## src/rtl/fcd_pkg.sv

```systemverilog
// Shared constants and types for the feedback comb delay block.
// Used by fcd_feedback and feedback_comb_delay; no dependencies.
package fcd_pkg;

  localparam int CFG_IDX_W   = 2;
  localparam int CFG_DATA_W  = 16;
  localparam int DELAY_LEN_W = 13;
  localparam int GAIN_W      = 16;
  localparam int GAIN_FRAC   = 15;
  localparam int RND_BIAS    = 1 << (GAIN_FRAC - 1);

  typedef logic [CFG_IDX_W-1:0] cfg_idx_t;

  localparam cfg_idx_t REG_DELAY_LENGTH  = 2'd0;
  localparam cfg_idx_t REG_FEEDBACK_GAIN = 2'd1;

  localparam logic [DELAY_LEN_W-1:0] DELAY_LEN_RST = 13'd1;
  localparam logic [GAIN_W-1:0]      GAIN_RST      = 16'h4000;

endpackage

```

## src/rtl/fcd_feedback.sv

```systemverilog
// Feedback arithmetic: gain times delayed sample, round, add input, saturate.
// Depends on fcd_pkg for gain format constants.
module fcd_feedback #(
  parameter int SW = 24
) (
  input  logic signed [fcd_pkg::GAIN_W-1:0] gain,
  input  logic signed [SW-1:0]              dly,
  input  logic signed [SW-1:0]              x,
  output logic signed [SW-1:0]              y,
  output logic                              clip
);
  import fcd_pkg::*;

  localparam int PW = SW + GAIN_W;
  localparam int FW = PW - GAIN_FRAC + 1;
  localparam int XE = GAIN_W - GAIN_FRAC + 2;

  logic signed [PW-1:0] prod;
  logic signed [PW:0]   rnd;
  logic signed [FW-1:0] fb;
  logic signed [FW:0]   sum;
  logic [FW-SW+1:0]     upper;

  assign prod  = gain * dly;
  assign rnd   = {prod[PW-1], prod} + (PW+1)'(RND_BIAS);
  assign fb    = rnd[PW:GAIN_FRAC];
  assign sum   = {fb[FW-1], fb} + {{XE{x[SW-1]}}, x};
  assign upper = sum[FW:SW-1];
  assign clip  = !((&upper) || !(|upper));

  always_comb begin
    if (!clip) begin
      y = sum[SW-1:0];
    end else if (sum[FW]) begin
      y = {1'b1, {(SW-1){1'b0}}};
    end else begin
      y = {1'b0, {(SW-1){1'b1}}};
    end
  end

endmodule

```

## config.mk

```make
export PLATFORM = sky130hd
export DESIGN_NAME = fcd_feedback
export DESIGN_NICKNAME = d
export VERILOG_FILES = /design/src/rtl/fcd_pkg.sv /design/src/rtl/fcd_feedback.sv
export SDC_FILE = /design/constraint.sdc
export NUM_CORES = 1
export LEC_CHECK = 0
export ABC_AREA = 1
export BUFFER_PORTS_ARGS = -buffer_cell sky130_fd_sc_hd__buf_4
export CORE_ASPECT_RATIO = 1.25
export CORE_UTILIZATION = 45
export DETAILED_ROUTE_END_ITERATION = 10
export PLACE_DENSITY = 0.65
export SETUP_SLACK_MARGIN = 0.1
export SYNTH_ARGS = -nofsm -noshare
export SYNTH_HDL_FRONTEND = slang
export SYNTH_SLANG_ARGS = --single-unit
```

## constraint.sdc

```tcl
create_clock -name vclk -period 11.9
set_input_delay 1.785 -clock vclk [all_inputs]
set_output_delay 1.785 -clock vclk [all_outputs]
set_load 0.05 [all_outputs]
```

# After elaboration in Yosys (flattened, before gate mapping)
# Index checks and enable logic that the tools add are counted.
# op_classes
n_addsub,2
n_mux,2
n_mul,1
reduce_logical,5
# op_table
cell,n
24-bit 2-to-1 mux,2
40-bit by 16-bit adder with 41-bit output (second input constant),1
16-bit by 24-bit multiplier with 40-bit output,1
26-bit by 24-bit adder with 27-bit output,1
4-bit AND reduction,1
4-bit OR reduction,1
1-bit zero test,2
1-bit logical OR,1
# totals
word_cells,10
register_bits,0

# Longest topological paths before layout
# Gate-level depths: netlist (run 1).
# depth
ltp_word,7
mapped_depth,46
depth_no_buf,43

# Worst setup path after synthesis (run 1)
# Ideal clock, no wire load.
# synth_path
kind,input -> output
start,input port dly[6]
end,output port y[14]
slack_ps,1518
path_buffers,3
required_time_ps,10115
path_stages,42
arrival_time_ps,8597
cell_sequence,clkbuf_1 -> clkbuf_1 -> nand2_1 -> fa_1 -> inv_1 -> fa_1 -> inv_1 -> fa_1 -> inv_1 -> fa_1 -> fa_1 -> inv_1 -> fa_1 -> inv_1 -> ha_1 -> nand2_1 -> inv_1 -> a21oi_1 -> [... 6 more ...] -> nand2_1 -> nand2_1 -> nand2_1 -> ha_1 -> nand2_1 -> inv_1 -> a21oi_1 -> nand2_1 -> a21oi_1 -> nand2_1 -> nand2_1 -> nand2_2 -> nor2_2 -> nand2_2 -> nand2_4 -> buf_6 -> nand2_1 -> nand2_1
# synth_between
elab_chain_cells,7
elab_cells_between_ends,9
# synth_rtl
element,line,text
"start, declared",fcd_feedback.sv:7,"input logic signed [SW-1:0] dly,"
16-bit by 24-bit multiplier with 40-bit output *,fcd_feedback.sv:24,assign prod = gain * dly;
40-bit by 16-bit adder with 41-bit output *,fcd_feedback.sv:25,"assign rnd = {prod[PW-1], prod} + (PW+1)'(RND_BIAS);"
26-bit by 24-bit adder with 27-bit output *,fcd_feedback.sv:27,"assign sum = {fb[FW-1], fb} + {{XE{x[SW-1]}}, x};"
4-bit OR reduction,fcd_feedback.sv:29,assign clip = !((&upper) || !(|upper));
1-bit zero test,fcd_feedback.sv:29,
1-bit logical OR,fcd_feedback.sv:29,
24-bit 2-to-1 mux *,fcd_feedback.sv:32,if (!clip) begin
"end, declared",fcd_feedback.sv:9,"output logic signed [SW-1:0] y,"
# Mark *: on every way between the ends. The rest lies on a longest branch, timed or not.

# Final worst setup path (run 1)
# layout_path
start,input port gain[1] (netlist bit)
end,output port y[4]
# layout_between
elab_chain_cells,7
elab_cells_between_ends,9
# layout_rtl
element,line,text
"start, declared",fcd_feedback.sv:6,"input logic signed [fcd_pkg::GAIN_W-1:0] gain,"
16-bit by 24-bit multiplier with 40-bit output *,fcd_feedback.sv:24,
40-bit by 16-bit adder with 41-bit output *,fcd_feedback.sv:25,
26-bit by 24-bit adder with 27-bit output *,fcd_feedback.sv:27,
4-bit OR reduction,fcd_feedback.sv:29,
1-bit zero test,fcd_feedback.sv:29,
1-bit logical OR,fcd_feedback.sv:29,
24-bit 2-to-1 mux *,fcd_feedback.sv:32,
# Marked as above.

==> summary.md, run 1 <==
| Metric | Value |
|---|---|
| Fill cells | `between 3000 and 4000` |
| RSZ-0062 raised after global routing | `no` |
| CP Max Fanout | `24` |
| Share of layout cells above drive strength 1 | `5.24%` |
| CORE AREA | `between 0.03 and 0.04 sq mm` |
| Antenna violation net count after detailed routing | `0` |
| WL/cell | `16.1 um` |
| Residual DRC count | `0` |
| Status | `complete, no violations` |
| Hold Crit Class | `input port to output port` |
| FF+latch count | `0` |
| Worst setup path end | `y[4]` |
| # setup viols final | `0` |
| I/O pin count | `89` |
| CP startpoint | `gain[1]` |
| Post-CTS Resized | `0` |
| Syn Inst Count | `2275` |
| Hold Vio Cnt, Final | `0` |
| Nets | `between 2000 and 3000` |
| Initial cell density of the core | `between 40% and 50%` |
| DIE AREA | `approximately 0.037 sq mm` |
| Vias/cell | `4.98` |
| Worst path max stage delay | `550 ps` |
| Largest net degree at the start of global routing | `26` |
| Arrival time at the worst endpoint | `approximately 9600 ps` |
| Crit end category | `output port` |
| Synthesized area per cell | `7.24 sq um` |
| Post-synth top area cell | `fa_1` |
| IO buf count | `approximately 90` |
| First-pass GRT wire length | `75200 um` |
| List of most frequent post-synthesis cells | `inv_1, nand2_1, fa_1, ha_1, nor2_1` |
| Pins Over Slew Limit | `0` |
| Slew @ Worst Pin | `493 ps` |
| 1st-iter DRT viols | `718` |
| Worst path most repeated cell | `nand2_1` |
| Pre-Repair DR Iteration Count | `5` |
| GPL Wtd Cong | `between 0.9 and 1` |
| GRT overflow | `0` |
| Seq/Total Area, Yosys | `0%` |
| Post-Route WL | `44600 um` |
| Total GRT Usage | `25.1%` |
| Library cells used by synthesis | `35` |
| Layout area overhead | `5.90%` |
| Relative slew slack | `~67%` |
| Startpoint types | `input port` |
| Crit-path slowest cell | `fa_1` |
| Mapped Nets | `2841` |
| Clock buffers | `0` |
| Most common cell in the netlist | `inv_1` |
| Hpwl dp | `38300 um` |
| Setup bufs post-CTS | `0` |
| Top-area cell type share of the netlist area | `46.2%` |
| Warning count from the yosys run | `0` |
| Cell area after synthesis | `0.0165 sq mm` |
| Hold Buf Count CTS | `0` |
| Top cells by area, synth | `fa_1, inv_1, nand2_1` |
| Antenna Cells | `0` |
| Row cnt | `77` |
| Via Count | `13768` |
| Period utilisation layout | `95.5%` |
| Fmax achieved | `88.0 MHz` |
| Vias in the first global route | `between 10000 and 15000` |
| Die width | `173 um` |
| Multi-input gate area | `0.0135 sq mm` |
| Setup Crit Path Kind | `input port to output port` |
| Setup TNS | `0 ps` |
| Min cycle time layout | `11370 ps` |
| Initial antenna violation count | `0` |
| CP required | `10120 ps` |
| Maxcap violations | `0` |
| Register area | `0 sq um` |
| Die height | `~220 um` |
[per-stage QoR]
step	worst slack (ps)	instances	instance area [sq um]	hold WS [ps]	util, %
after CTS	378	2763	17400	4040	48.7
after detailed placement	406	2763	17400	4040	48.7
after global placement	503	2763	17400	4050	48.7
after global routing	150	2763	17400	4070	48.8
final	531	2763	17400	4040	48.8
after floorplan	1520	2275	16500	4050	-
[worst min-delay path by stage]
stage / start / end / slack [ps] / depth (start not counted)
after CTS: x[0] / y[0] / 4040 / 5
after global routing: x[0] / y[0] / 4070 / 5
after global placement: x[0] / y[0] / 4050 / 5
final: x[0] / y[0] / 4040 / 5
after floorplan: x[0] / y[0] / 4050 / 3
after detailed placement: x[0] / y[0] / 4040 / 5
[per-layer routing]
layer  global-route usage [%]  up-vias  part of all wire, %
li1                         -     6437                    -
met1                     32.1     6826                   41
met2                     46.9      427                   52
met3                     1.02       78                  4.4
met4                     5.07        0                  2.4
met5                        0        -                    0
[cells by family (layout without fill, tap and decap cells)]
kind of cell / Yosys count / after routing / synth area share, %
buf+inv: 773 / 787 / 17.8
simple gates: 827 / 827 / 20.0
fa+ha+maj: 502 / 502 / 55.5
xor+xnor: 47 / 47 / 2.50
compound gates: 126 / 126 / 4.23
[critical path: cells and delay by family]
kind,cells,cell delay [ps]
buf+inv,9,940
fa+ha+maj,8,3870
xor+xnor,1,320
simple gates,18,2180
compound gates,2,430
[placed cells by master, fill, tap and decap left out, drive strengths merged, types with 9 or more instances in the layout]
cell type,synthesis,final
fa,380,380
nand3,47,47
nand2,660,660
ha,122,122
nor3,11,11
inv,696,696
o21ai,28,28
a21o,9,9
a21oi,70,70
buf,5,91
xor2,31,31
nor2,93,93
xnor2,16,16
[cell type report]
type	count	area share [%]
Tap cell	474	3.40
Inverter	696	15.0
Timing Repair Buffer	91	3.92
Multi-Input combinational cell	1502	77.7
Power of run 1 is left out: the tool's default activity adds up to more than one toggle a clock period on the data nets, which glitch-free logic cannot reach.
==> run 2: changes to the inputs <==
--- a/config.mk
+++ b/config.mk
@@ -10,7 +10,8 @@
 export CORE_ASPECT_RATIO = 1.25
 export CORE_UTILIZATION = 45
 export DETAILED_ROUTE_END_ITERATION = 10
-export PLACE_DENSITY = 0.65
+export PLACE_DENSITY = 0.69
+export RECOVER_POWER = 100
 export SETUP_SLACK_MARGIN = 0.1
 export SYNTH_ARGS = -nofsm -noshare
 export SYNTH_HDL_FRONTEND = slang
==> summary.md, run 2 (same netlist as run 1, synthesis figures left out) <==
| Metric | Value |
|---|---|
| Status | `complete, no violations` |
| Fmax achieved | `around 90 MHz` |
| # setup viols final | `0` |
| Initial antenna violation count | `0` |
| CP Max Fanout | `24` |
| FF+latch count | `0` |
| Pins Over Slew Limit | `0` |
| Most frequent cells in the layout | `inv_1, nand2_1, fa_1` |
| Hold slack | `4050 ps` |
| Hold Buf Count CTS | `0` |
| Startpoint types | `input port` |
| Pre-Repair DR Iteration Count | `6` |
| Commonest non-fill, non-tap cell in the layout | `inv_1` |
| Residual DRC count | `0` |
| Register area | `0 sq um` |
| Vias in the first global route | `14871` |
| Hpwl dp | `37600 um` |
| Period utilisation layout | `between 90% and 100%` |
| Die width | `roughly 170 um` |
| Slew @ Worst Pin | `522 ps` |
| Initial cell density of the core | `between 40 and 50%` |
| Crit end category | `output port` |
| Post-Route WL | `44200 um` |
| Via Count | `13824` |
| Layout area overhead | `5.69%` |
| I/O pin count | `89` |
| Hold Vio Cnt, Final | `0` |
| Vias/cell | `between 5 and 6` |
| Setup Crit Path Kind | `input port to output port` |
| Min cycle time layout | `~11000 ps` |
| DIE AREA | `about 0.037 sq mm` |
| CP required | `10120 ps` |
| Relative slew slack | `between 60% and 70%` |
| Hold Crit Class | `input port to output port` |
| Nets | `2858` |
| Design Area, Final | `0.0174 sq mm` |
| Row cnt | `77` |
| Total GRT Usage | `24.8%` |
| Worst path max stage delay | `540 ps` |
| 1st-iter DRT viols | `790` |
| Post-Place Cells | `2762` |
| Share of layout cells above drive strength 1 | `slightly above 5%` |
| Crit-path slowest cell | `fa_1` |
| GRT overflow | `0` |
| Arrival time at the worst endpoint | `9590 ps` |
| IO buf count | `slightly below 90` |
| CORE AREA | `around 0.036 sq mm` |
| RSZ-0062 raised after global routing | `no` |
| GPL Wtd Cong | `0.978` |
| Die height | `216 um` |
| Fin cells | `2764` |
| Setup TNS | `0 ps` |
| First-pass GRT wire length | `74500 um` |
| Worst path most repeated cell | `nand2_1` |
| Placed inst area | `0.0174 sq mm` |
| Antenna violation net count after detailed routing | `0` |
| Largest net degree at the start of global routing | `26` |
| WL/cell | `16.0 um` |
| Maxcap violations | `0` |
| Antenna Cells | `0` |
| Clock buffers | `0` |
[run 2: metrics by stage]
step           utilization (%)  setup slack, ps
2_1_floorplan                -             1520
3_3_place_gp              48.7              517
3_5_place_dp              48.7              439
4_1_cts                   48.7              392
5_1_grt                   48.7             54.9
6_report                  48.7              525
[run 2: timing repair]
action,4_1_cts,5_1_grt
setup endpoints to repair,0,23
buffers inserted,0,2
endpoints found under the hold margin,0,0
gates resized for setup,0,1
[run 2: worst paths after layout]
check / from / endpoint / slack [ps] / depth (start not counted)
worst min-delay path: x[0] / y[0] / 4050 / 5
worst max-delay path: gain[1] / y[7] / 520 / 39
[run 2: cell type report]
cell class	instances	area [sq um]
fillers	3588	18300
multi-input cells	1502	13500
inverters	696	2610
repair buffers	92	656
well taps	474	593
[run 2: layer usage]
| layer | vias to the layer above | part of all wire (%) | GRT usage [%] |
|---|---|---|---|
| met5 | - | 0 | 0 |
| met4 | 0 | 3.0 | 6.11 |
| met3 | 109 | 5.2 | 1.48 |
| met2 | 469 | 53 | 47.3 |
| met1 | 6807 | 39 | 30.4 |
| li1 | 6439 | - | - |
[run 2: worst max-delay path: cells and delay by family]
kind                     cells  cell delay (ps)
adder cells (fa/ha/maj)      8             3790
AND/OR/NAND/NOR             15             1440
AO/OA/AOI/OAI                7             1550
buffers and inverters        9             1000
Power of run 2 is left out for the same reason.
